--- config.mk ---
export PLATFORM = sky130hd
export DESIGN_NAME = contiguous_block_allocator_core
export DESIGN_NICKNAME = d
export VERILOG_FILES = /design/src/cba_pkg.sv /design/src/cba_ctrl.sv /design/src/cba_dpath.sv /design/src/contiguous_block_allocator_core.sv
export SDC_FILE = /design/constraint.sdc
export NUM_CORES = 2
export LEC_CHECK = 0
export BUFFER_PORTS_ARGS = -buffer_cell sky130_fd_sc_hd__buf_4
export CAP_MARGIN = 20
export CORE_ASPECT_RATIO = 1.1
export CORE_UTILIZATION = 60
export CTS_CLUSTER_DIAMETER = 150
export DETAILED_ROUTE_END_ITERATION = 12
export MAX_ROUTING_LAYER = met4
export PLACE_DENSITY = 0.77
export SLEW_MARGIN = 40
export SYNTH_ARGS = -nofsm -noshare
export SYNTH_HDL_FRONTEND = slang
export SYNTH_SLANG_ARGS = --single-unit
--- constraint.sdc ---
create_clock -name clk -period 18 [get_ports clk]
set_input_delay 2.7 -clock clk [delete_from_list [all_inputs] [get_ports clk]]
set_output_delay 2.7 -clock clk [all_outputs]
set_load 0.01 [all_outputs]
--- src/cba_pkg.sv ---
// Shared types and constants for the contiguous block allocator.
`default_nettype none
package cba_pkg;
	localparam int MaxBlocks = 16;
	localparam int AddrBits  = 16;
	localparam int IdxW      = $clog2(MaxBlocks);
	localparam int CntW      = $clog2(MaxBlocks + 1);

	typedef logic [AddrBits-1:0] addr_t;
	typedef logic [15:0]         word_t;
	typedef logic [IdxW-1:0]     idx_t;
	typedef logic [CntW-1:0]     cnt_t;

	typedef enum logic [1:0] {
		OP_FIRST = 2'd0,
		OP_BEST  = 2'd1,
		OP_FREE  = 2'd2,
		OP_DEFRAG = 2'd3
	} op_t;

	typedef enum logic [2:0] {
		ST_OK       = 3'd0,
		ST_NOMEM    = 3'd1,
		ST_DUP      = 3'd2,
		ST_NOHOLE   = 3'd3,
		ST_NOTFOUND = 3'd4,
		ST_FULL     = 3'd5
	} status_t;

	typedef enum logic [3:0] {
		S_IDLE, S_SCAN, S_HOLE, S_SHUP, S_SHDN, S_PACK, S_DONE
	} state_t;

	localparam logic [1:0] RegMemSize = 2'd0;

	typedef struct packed {
		logic load;     // capture request, reset pointer
		logic step;     // advance pointer
		logic scan_id;  // compare id at pointer
		logic scan_hole;
		logic shift_up;
		logic shift_dn;
		logic pack;
		logic finish;   // commit and emit
	} cmd_t;

	typedef struct packed {
		logic    at_end;   // pointer reached last index of current walk
		logic    id_hit;
		logic    hole_done;
		logic    no_mem;
		logic    full;
		op_t     op;
	} sts_t;
endpackage
`default_nettype wire

--- src/cba_ctrl.sv ---
// Controller state machine for the block allocator.
`default_nettype none
module cba_ctrl (
	input  wire logic           clk,
	input  wire logic           arst_n,
	input  wire logic           start,
	input  wire logic           cfg_wr,
	input  wire cba_pkg::sts_t  sts,
	output cba_pkg::cmd_t       cmd,
	output logic                busy
);
	import cba_pkg::*;

	state_t state_q, state_d;

	always_ff @(posedge clk or negedge arst_n) begin
		if (!arst_n) state_q <= S_IDLE;
		else state_q <= state_d;
	end

	always_comb begin
		state_d = state_q;
		case (state_q)
			S_IDLE: begin
				if (start && !cfg_wr) state_d = S_SCAN;
			end
			S_SCAN: begin
				if (sts.op == OP_DEFRAG) state_d = sts.at_end ? S_DONE : S_PACK;
				else if ((sts.op != OP_FREE) && sts.no_mem) state_d = S_DONE;
				else if (sts.id_hit) state_d = (sts.op == OP_FREE) ? S_SHDN : S_DONE;
				else if (sts.at_end) begin
					if (sts.op == OP_FREE) state_d = S_DONE;
					else if (sts.full) state_d = S_DONE;
					else state_d = S_HOLE;
				end
			end
			S_HOLE: begin
				if (sts.hole_done) state_d = S_SHUP;
			end
			S_SHUP: begin
				if (sts.at_end) state_d = S_DONE;
			end
			S_SHDN: begin
				if (sts.at_end) state_d = S_DONE;
			end
			S_PACK: begin
				if (sts.at_end) state_d = S_DONE;
			end
			S_DONE: state_d = S_IDLE;
			default: state_d = S_IDLE;
		endcase
	end

	always_comb begin
		cmd = '0;
		busy = (state_q != S_IDLE);
		case (state_q)
			S_IDLE: cmd.load = start;
			S_SCAN: cmd.scan_id = 1'b1;
			S_HOLE: cmd.scan_hole = 1'b1;
			S_SHUP: cmd.shift_up = 1'b1;
			S_SHDN: cmd.shift_dn = 1'b1;
			S_PACK: cmd.pack = 1'b1;
			S_DONE: cmd.finish = 1'b1;
			default: cmd = '0;
		endcase
	end
endmodule
`default_nettype wire

--- src/cba_dpath.sv ---
// Datapath: block table, pointer, hole search, shifting and result words.
`default_nettype none
module cba_dpath (
	input  wire logic            clk,
	input  wire logic            arst_n,
	input  wire cba_pkg::cmd_t   cmd,
	output cba_pkg::sts_t        sts,
	input  wire logic [1:0]      opcode,
	input  wire logic [15:0]     req_id,
	input  wire logic [15:0]     req_size,
	input  wire logic            cfg_wr,
	input  wire logic [15:0]     cfg_data,
	output logic [15:0]          mem_size,
	output logic                 done,
	output logic [2:0]           status,
	output logic [15:0]          block_start,
	output logic [15:0]          block_end,
	output logic [15:0]          free_remaining
);
	import cba_pkg::*;

	word_t tid_q [MaxBlocks];
	addr_t tst_q [MaxBlocks];
	addr_t ten_q [MaxBlocks];

	cnt_t  count_q;
	word_t rem_q, msize_q;
	op_t   op_q;
	word_t id_q, size_q;
	cnt_t  ptr_q;          // walk index
	cnt_t  pick_q;
	word_t pick_len_q;
	logic  found_q;
	addr_t at_q;
	status_t st_q;
	addr_t rs_q, re_q;
	logic  done_q;

	idx_t  pi;
	addr_t lo, hi, len, elen;
	logic  fits, take;

	assign pi = ptr_q[IdxW-1:0];
	assign lo = (ptr_q == '0) ? '0 : ten_q[IdxW'(ptr_q - 1'b1)];
	assign hi = (ptr_q < count_q) ? tst_q[pi] : addr_t'(msize_q);
	assign len = (hi > lo) ? hi - lo : '0;
	assign elen = (ten_q[pi] > tst_q[pi]) ? ten_q[pi] - tst_q[pi] : '0;
	assign fits = (AddrBits)'(size_q) <= len;
	assign take = fits && (!found_q || (op_q == OP_BEST && len < addr_t'(pick_len_q)));

	always_comb begin
		sts.op = op_q;
		sts.no_mem = size_q > rem_q;
		sts.full = count_q >= cnt_t'(MaxBlocks);
		sts.id_hit = (ptr_q < count_q) && tid_q[pi] == id_q;
		sts.hole_done = (take && op_q == OP_FIRST) || ptr_q == count_q;
		sts.at_end = 1'b0;
		if (cmd.scan_id) sts.at_end = (op_q == OP_DEFRAG) ? (count_q == '0)
			: (ptr_q + 1'b1 >= count_q);
		else if (cmd.shift_up) sts.at_end = (st_q != ST_OK) || (ptr_q <= pick_q);
		else if (cmd.shift_dn || cmd.pack) sts.at_end = ptr_q + 1'b1 >= count_q;
	end

	always_ff @(posedge clk) begin
		if (cmd.shift_up && st_q == ST_OK) begin
			if (ptr_q > pick_q) begin
				tid_q[pi] <= tid_q[IdxW'(ptr_q - 1'b1)];
				tst_q[pi] <= tst_q[IdxW'(ptr_q - 1'b1)];
				ten_q[pi] <= ten_q[IdxW'(ptr_q - 1'b1)];
			end else begin
				tid_q[pi] <= id_q;
				tst_q[pi] <= rs_q;
				ten_q[pi] <= re_q;
			end
		end
		if (cmd.shift_dn && ptr_q + 1'b1 < count_q) begin
			tid_q[pi] <= tid_q[IdxW'(ptr_q + 1'b1)];
			tst_q[pi] <= tst_q[IdxW'(ptr_q + 1'b1)];
			ten_q[pi] <= ten_q[IdxW'(ptr_q + 1'b1)];
		end
		if (cmd.pack) begin
			tst_q[pi] <= at_q;
			ten_q[pi] <= at_q + elen;
		end
	end

	always_ff @(posedge clk or negedge arst_n) begin
		if (!arst_n) begin
			count_q <= '0;
			rem_q <= 16'd4096;
			msize_q <= 16'd4096;
			done_q <= 1'b0;
			ptr_q <= '0;
			found_q <= 1'b0;
			pick_q <= '0;
			pick_len_q <= '0;
			at_q <= '0;
			st_q <= ST_OK;
			rs_q <= '0;
			re_q <= '0;
		end else begin
			done_q <= cmd.finish;
			if (cfg_wr) begin
				msize_q <= cfg_data;
				rem_q <= cfg_data;
				count_q <= '0;
			end
			if (cmd.load) begin
				ptr_q <= '0;
				found_q <= 1'b0;
				at_q <= '0;
				st_q <= ST_OK;
				rs_q <= '0;
				re_q <= '0;
			end
			if (cmd.scan_id) begin
				if (op_q == OP_DEFRAG) begin
					ptr_q <= '0;
				end else if (op_q != OP_FREE && sts.no_mem) begin
					st_q <= ST_NOMEM;
				end else if (sts.id_hit) begin
					if (op_q == OP_FREE) begin
						rs_q <= tst_q[pi];
						re_q <= ten_q[pi];
						rem_q <= rem_q + word_t'(elen);
					end else st_q <= ST_DUP;
				end else if (sts.at_end) begin
					ptr_q <= '0;
					if (op_q == OP_FREE) st_q <= ST_NOTFOUND;
					else if (sts.full) st_q <= ST_FULL;
				end else ptr_q <= ptr_q + 1'b1;
			end
			if (cmd.scan_hole) begin
				if (take) begin
					found_q <= 1'b1;
					pick_q <= ptr_q;
					pick_len_q <= word_t'(len);
					rs_q <= lo;
					re_q <= lo + addr_t'(size_q);
				end
				if (sts.hole_done) begin
					ptr_q <= count_q;
					if (!(take || found_q)) st_q <= ST_NOHOLE;
				end else ptr_q <= ptr_q + 1'b1;
			end
			if (cmd.shift_up && st_q == ST_OK) begin
				if (ptr_q > pick_q) ptr_q <= ptr_q - 1'b1;
				else begin
					count_q <= count_q + 1'b1;
					rem_q <= rem_q - size_q;
				end
			end
			if (cmd.shift_dn) begin
				if (sts.at_end) count_q <= count_q - 1'b1;
				else ptr_q <= ptr_q + 1'b1;
			end
			if (cmd.pack) begin
				at_q <= at_q + elen;
				ptr_q <= ptr_q + 1'b1;
			end
		end
	end

	always_ff @(posedge clk) begin
		if (cmd.load) begin
			op_q <= op_t'(opcode);
			id_q <= req_id;
			size_q <= req_size;
		end
	end

	// A failed hole search leaves the table untouched and ends the shift at once.

	assign mem_size = msize_q;
	assign done = done_q;
	assign status = st_q;
	assign block_start = (st_q == ST_OK) ? 16'(rs_q) : '0;
	assign block_end = (st_q != ST_OK) ? '0 : (op_q == OP_DEFRAG) ? 16'(at_q) : 16'(re_q);
	assign free_remaining = rem_q;
endmodule
`default_nettype wire

--- src/contiguous_block_allocator_core.sv ---
// Top level of the contiguous block allocator.
// The id scan, hole scan and table shift each walk up to MaxBlocks entries.
// Throughput: one request at a time; busy falls in the cycle of the result strobe.
// Result strobe done lasts one cycle; the receiver cannot stall.
// Reset: table empty, memory_size 4096. No clearing pass.
`default_nettype none
module contiguous_block_allocator_core (
	input  wire logic        clk,
	input  wire logic        arst_n,
	input  wire logic        start,
	output logic             busy,
	input  wire logic [1:0]  opcode,
	input  wire logic [15:0] req_id,
	input  wire logic [15:0] req_size,
	output logic             done,
	output logic [2:0]       status,
	output logic [15:0]      block_start,
	output logic [15:0]      block_end,
	output logic [15:0]      free_remaining,
	input  wire logic        psel,
	input  wire logic        penable,
	input  wire logic        pwrite,
	input  wire logic [1:0]  paddr,
	input  wire logic [31:0] pwdata,
	output logic [31:0]      prdata,
	output logic             pready
);
	import cba_pkg::*;

	cmd_t cmd;
	sts_t sts;
	logic cfg_wr;
	logic [15:0] mem_size;

	assign pready = 1'b1;
	assign cfg_wr = psel && penable && pwrite && (paddr == RegMemSize);
	assign prdata = (paddr == RegMemSize) ? {16'd0, mem_size} : 32'd0;

	cba_ctrl u_ctrl (.clk, .arst_n, .start, .cfg_wr, .sts, .cmd, .busy);

	cba_dpath u_dpath (.clk, .arst_n, .cmd, .sts, .opcode, .req_id, .req_size,
		.cfg_wr, .cfg_data(pwdata[15:0]), .mem_size, .done, .status,
		.block_start, .block_end, .free_remaining);
endmodule
`default_nettype wire

==> flow_summary.html <==
<table>
<tr><th>Metric</th><th>Value</th></tr>
<tr><th colspan="2">Run status</th></tr>
<tr><td>Outcome</td><td>completed</td></tr>
<tr><th colspan="2">Detailed routing</th></tr>
<tr><td>Count of vias placed by the detailed router</td><td>38600</td></tr>
<tr><td>Aggregate routed wire length</td><td>around 160000 um</td></tr>
<tr><td>Antenna-violating nets left</td><td>0</td></tr>
<tr><td>DRC violation total after the first TritonRoute iteration</td><td>between 4000 and 5000</td></tr>
<tr><td>Average wire per standard cell</td><td>29.2 um</td></tr>
<tr><td>DR vias/cell</td><td>7.06</td></tr>
<tr><td>First-pass DRT Iterations</td><td>6</td></tr>
<tr><td>DRC Markers</td><td>0</td></tr>
<tr><th colspan="2">Synthesis</th></tr>
<tr><td>Area of the mapped netlist</td><td>approximately 54000 sq um</td></tr>
<tr><td>Post-synth EDFFs</td><td>802</td></tr>
<tr><td>Gate count of the mapped netlist</td><td>~4100</td></tr>
<tr><td>Synth cell count leaders</td><td>sky130_fd_sc_hd__edfxtp_1 (802), sky130_fd_sc_hd__mux4_2 (480), sky130_fd_sc_hd__nand2_1 (460), sky130_fd_sc_hd__o21ai_0 (268), sky130_fd_sc_hd__nor2_1 (254)</td></tr>
<tr><td>Ranking of synthesized cells by area</td><td>sky130_fd_sc_hd__edfxtp_1 (44%), sky130_fd_sc_hd__mux4_2 (20%), sky130_fd_sc_hd__dfrtp_1 (5.4%)</td></tr>
<tr><td>Leading cell type by number of instances after synthesis</td><td>sky130_fd_sc_hd__edfxtp_1</td></tr>
<tr><td>Share of synthesized area occupied by flip-flops and latches</td><td>around 50%</td></tr>
<tr><td>Most common flop cell mapped by yosys</td><td>sky130_fd_sc_hd__edfxtp_1</td></tr>
<tr><td>Post-synthesis cell type count</td><td>81</td></tr>
<tr><td>Number of flip-flops and latches in the synthesized netlist</td><td>~920</td></tr>
<tr><td>Share of synthesized registers carrying an async set or reset</td><td>12.9%</td></tr>
<tr><td>Fraction of synthesized cell area taken by the top area cell type</td><td>between 40 and 50%</td></tr>
<tr><td>Avg Cell Area, Syn</td><td>roughly 13 sq um</td></tr>
<tr><td>Library cell with the largest summed area after synthesis</td><td>sky130_fd_sc_hd__edfxtp_1</td></tr>
<tr><td>Number of warnings printed during yosys synthesis</td><td>0</td></tr>
<tr><th colspan="2">Worst setup path</th></tr>
<tr><td>Peak per-stage delay on the critical path</td><td>slightly below 0.9 ns</td></tr>
<tr><td>CP Data Required Time</td><td>around 19 ns</td></tr>
<tr><td>Slack of the worst reg-to-reg path</td><td>between 7 and 8 ns</td></tr>
<tr><td>Worst path top cell family by delay</td><td>compound AO/OA/AOI/OAI gates</td></tr>
<tr><td>RR Startpoint</td><td>u_dpath.ptr_q[0]</td></tr>
<tr><td>Crit start category</td><td>flip-flop</td></tr>
<tr><td>Critical path's most frequent cell</td><td>sky130_fd_sc_hd__inv_1</td></tr>
<tr><td>Crit path launch</td><td>u_dpath.ptr_q[0]</td></tr>
<tr><td>Arrival time worst endpoint</td><td>around 11 ns</td></tr>
<tr><td>Worst-path maximum fanout</td><td>between 100 and 150</td></tr>
<tr><td>Kind of critical path</td><td>reg -&gt; reg</td></tr>
<tr><td>Slowest stage cell on the critical path</td><td>sky130_fd_sc_hd__dfrtp_4</td></tr>
<tr><td>Sort of element at the end of the critical path</td><td>flip-flop</td></tr>
<tr><td>Number of buffer and inverter instances along the worst setup path</td><td>6</td></tr>
<tr><th colspan="2">Floorplanning</th></tr>
<tr><td>Number of rows created at floorplan</td><td>roughly 120</td></tr>
<tr><td>IO Count</td><td>160</td></tr>
<tr><td>Vertical die dimension</td><td>around 320 um</td></tr>
<tr><td>Placeable core area</td><td>approximately 90000 sq um</td></tr>
<tr><td>Initial Utilization</td><td>between 60% and 70%</td></tr>
<tr><td>Horizontal die dimension</td><td>289 um</td></tr>
<tr><td>Die Footprint</td><td>around 92000 sq um</td></tr>
<tr><th colspan="2">STA</th></tr>
<tr><td>Setup slack of the critical path after layout</td><td>7.51 ns</td></tr>
<tr><td>Max Clk Rate</td><td>around 0.095 GHz</td></tr>
<tr><td>Post-layout minimum cycle time</td><td>~10 ns</td></tr>
<tr><td>Count of final hold-check violations</td><td>0</td></tr>
<tr><td>Max-slew headroom at the worst pin</td><td>a little under two fifths</td></tr>
<tr><td>Final worst-path cycle share</td><td>between 50 and 60%</td></tr>
<tr><td>Measured slew at the worst slew-check pin</td><td>0.935 ns</td></tr>
<tr><td>Number of max-slew violations in the final report</td><td>0</td></tr>
<tr><td>Clock tree skew after final layout</td><td>0.0650 ns</td></tr>
<tr><td>Final setup viols</td><td>0</td></tr>
<tr><td>Accumulated negative setup slack</td><td>0 ns</td></tr>
<tr><td>Unrepaired setup endpoints after global routing</td><td>false</td></tr>
<tr><th colspan="2">Global routing</th></tr>
<tr><td>Via count of the first global-routing pass</td><td>38000</td></tr>
<tr><td>Total track usage</td><td>a little over a third</td></tr>
<tr><td>Global route overflow</td><td>0</td></tr>
<tr><td>Initial antenna violation count</td><td>2</td></tr>
<tr><td>Wire length of the first global-routing pass</td><td>about 240000 um</td></tr>
<tr><td>Pin count of the biggest net entering global routing</td><td>about 130</td></tr>
<tr><th colspan="2">Place</th></tr>
<tr><td>RD Place Congestion</td><td>slightly above 1</td></tr>
<tr><td>Port bufs</td><td>126</td></tr>
<tr><td>Worst slack, placed</td><td>~7.6 ns</td></tr>
<tr><td>Half-perimeter wire length of the detailed placement result</td><td>around 100000 um</td></tr>
<tr><th colspan="2">CTS</th></tr>
<tr><td>CTS max path bufs</td><td>3</td></tr>
<tr><td>Number of buffers added to fix hold violations after cts</td><td>0</td></tr>
<tr><td>CTS resizes</td><td>0</td></tr>
<tr><td>Number of buffers inserted to repair setup after CTS</td><td>0</td></tr>
<tr><td>Clock tree from TritonCTS</td><td>yes</td></tr>
<tr><td>Deepest level of the CTS H-tree</td><td>3</td></tr>
<tr><td>Num Clock Sinks</td><td>between 900 and 1000</td></tr>
<tr><td>Clock-pin transition on the worst setup and hold timing paths</td><td>0.06 ns</td></tr>
<tr><td>Clock network latency to the later pin of the worst-skew pair</td><td>a little over 0.7 ns</td></tr>
<tr><td>Library cell used as clock root buffer</td><td>sky130_fd_sc_hd__clkbuf_16</td></tr>
<tr><td>Num CTS Buffers</td><td>between 90 and 100</td></tr>
<tr><th colspan="2">Run</th></tr>
<tr><td>Max cap viols</td><td>0</td></tr>
<tr><th colspan="2">Final layout</th></tr>
<tr><td>Final net count</td><td>about 4400</td></tr>
<tr><td>Share of post-route cells with drive strength above 1</td><td>25.2%</td></tr>
<tr><td>Layout overhead on the synthesized area</td><td>10.8%</td></tr>
<tr><th colspan="2">Hold path</th></tr>
<tr><td>Hold Path Class</td><td>reg -&gt; reg</td></tr>
<tr><td>Hold path start</td><td>u_dpath.pick_len_q[9]</td></tr>
</table>
## path summary, 6_finish.rpt
| path | endpoint | depth (start not counted) |
|---|---|---|
| max reg2reg | u_dpath.pick_len_q[9] | 25 |
| max in group asynchronous | u_dpath.ptr_q[3] | 2 |
| max | u_dpath.pick_len_q[9] | 25 |
| min reg2reg | u_dpath.pick_len_q[9] | 1 |
| min in group asynchronous | u_dpath.rs_q[3] | 1 |
| min | u_dpath.pick_len_q[9] | 1 |
## flip-flops by register name, indices dropped and copies added, names as in the netlist
register / cells
u_dpath.pick_q: 5
u_dpath.re_q: 16
u_dpath.op_q: 2
u_ctrl.state_q: 3
u_dpath.ptr_q: 5
u_dpath.at_q: 16
u_dpath.rs_q: 16
u_dpath.tid_q: 256
u_dpath.done: 1
u_dpath.size_q: 16
u_dpath.count_q: 5
u_dpath.id_q: 16
u_dpath.free_remaining: 16
u_dpath.pick_len_q: 16
u_dpath.ten_q: 256
u_dpath.status: 3
u_dpath.mem_size: 16
u_dpath.found_q: 1
u_dpath.tst_q: 256
## layer usage
layer / GRT usage [%] / part of all wire [%] / up-vias
met5: - / 0 / -
li1: - / - / 16200
met4: 20.7 / 6.8 / 0
met3: 6.97 / 11 / 679
met2: 54.8 / 47 / 2620
met1: 45.2 / 35 / 19100
## cell families after synthesis
| family | share of synthesized area, % |
|---|---|
| flip-flops | 49.7 |
| buffers and inverters | 3.33 |
| AO/OA/AOI/OAI | 8.21 |
| AND/OR/NAND/NOR | 7.92 |
| multiplexers | 26.0 |
| adder cells (fa/ha/maj) | 3.60 |
| XOR/XNOR | 1.28 |
| other | 0.0138 |
## placed cells by master, fill, tap and decap left out, drive strengths merged, types with 18 or more instances in the layout
cell type	instances
a21o	37
a31oi	30
xor2	27
and2	42
nor3	82
dfrtp	117
buf	235
a21oi	229
nand2b	19
nand3	31
clkinv	47
nor2	254
o21a	18
nand2	460
o211ai	48
mux2i	178
clkbuf	115
mux2	138
inv	162
edfxtp	802
o21ai	270
mux4	480
a211oi	24
nand4	18
nor2b	20
xnor2	50
ha	147
## per-stage QoR
step	instances	cell area (sq um)	utilization, %	hold slack (ns)
after global routing	5460	60400	67.3	0.533
after floorplan	4155	54500	-	0.442
after detailed placement	5272	57000	63.5	0.498
after CTS	5455	60300	67.2	0.512
final	5460	60400	67.3	0.513
after global placement	5271	56800	63.4	0.490
## final cells by class
cell class	count	area [sq um]
Fill cell	6114	29300
Tap cell	1170	1460
Inverter	161	606
Sequential cell	921	27100
Timing Repair Buffer	235	1890
Clock buffer	115	2540
Clock inverter	68	772
Antenna cell	2	5.00
Multi-Input combinational cell	2788	26000
## worst register-to-register path, stage by stage, from the launching register on
cell and delay (ns):
sky130_fd_sc_hd__dfrtp_4 0.89, sky130_fd_sc_hd__inv_1 0.43, sky130_fd_sc_hd__ha_4 0.85, sky130_fd_sc_hd__buf_6 0.61
sky130_fd_sc_hd__buf_6 0.76, sky130_fd_sc_hd__mux4_2 0.45, sky130_fd_sc_hd__mux4_2 0.52, sky130_fd_sc_hd__nand2_1 0.23
sky130_fd_sc_hd__ha_1 0.33, sky130_fd_sc_hd__nand3_1 0.16, sky130_fd_sc_hd__a211oi_1 0.34, sky130_fd_sc_hd__o31ai_1 0.15
sky130_fd_sc_hd__a21oi_1 0.33, sky130_fd_sc_hd__inv_1 0.28, sky130_fd_sc_hd__a31oi_1 0.47, sky130_fd_sc_hd__inv_1 0.09
sky130_fd_sc_hd__ha_1 0.32, sky130_fd_sc_hd__a21o_1 0.16, sky130_fd_sc_hd__a21o_1 0.17, sky130_fd_sc_hd__a21oi_1 0.14
sky130_fd_sc_hd__nor2_1 0.05, sky130_fd_sc_hd__o31ai_1 0.62, sky130_fd_sc_hd__nand3_1 0.24, sky130_fd_sc_hd__a21oi_4 0.55
sky130_fd_sc_hd__buf_4 0.75, sky130_fd_sc_hd__mux2_2 0.47
Power is not shown: default switching activity piles up to over one toggle a cycle in this logic, so the estimate is an artifact.
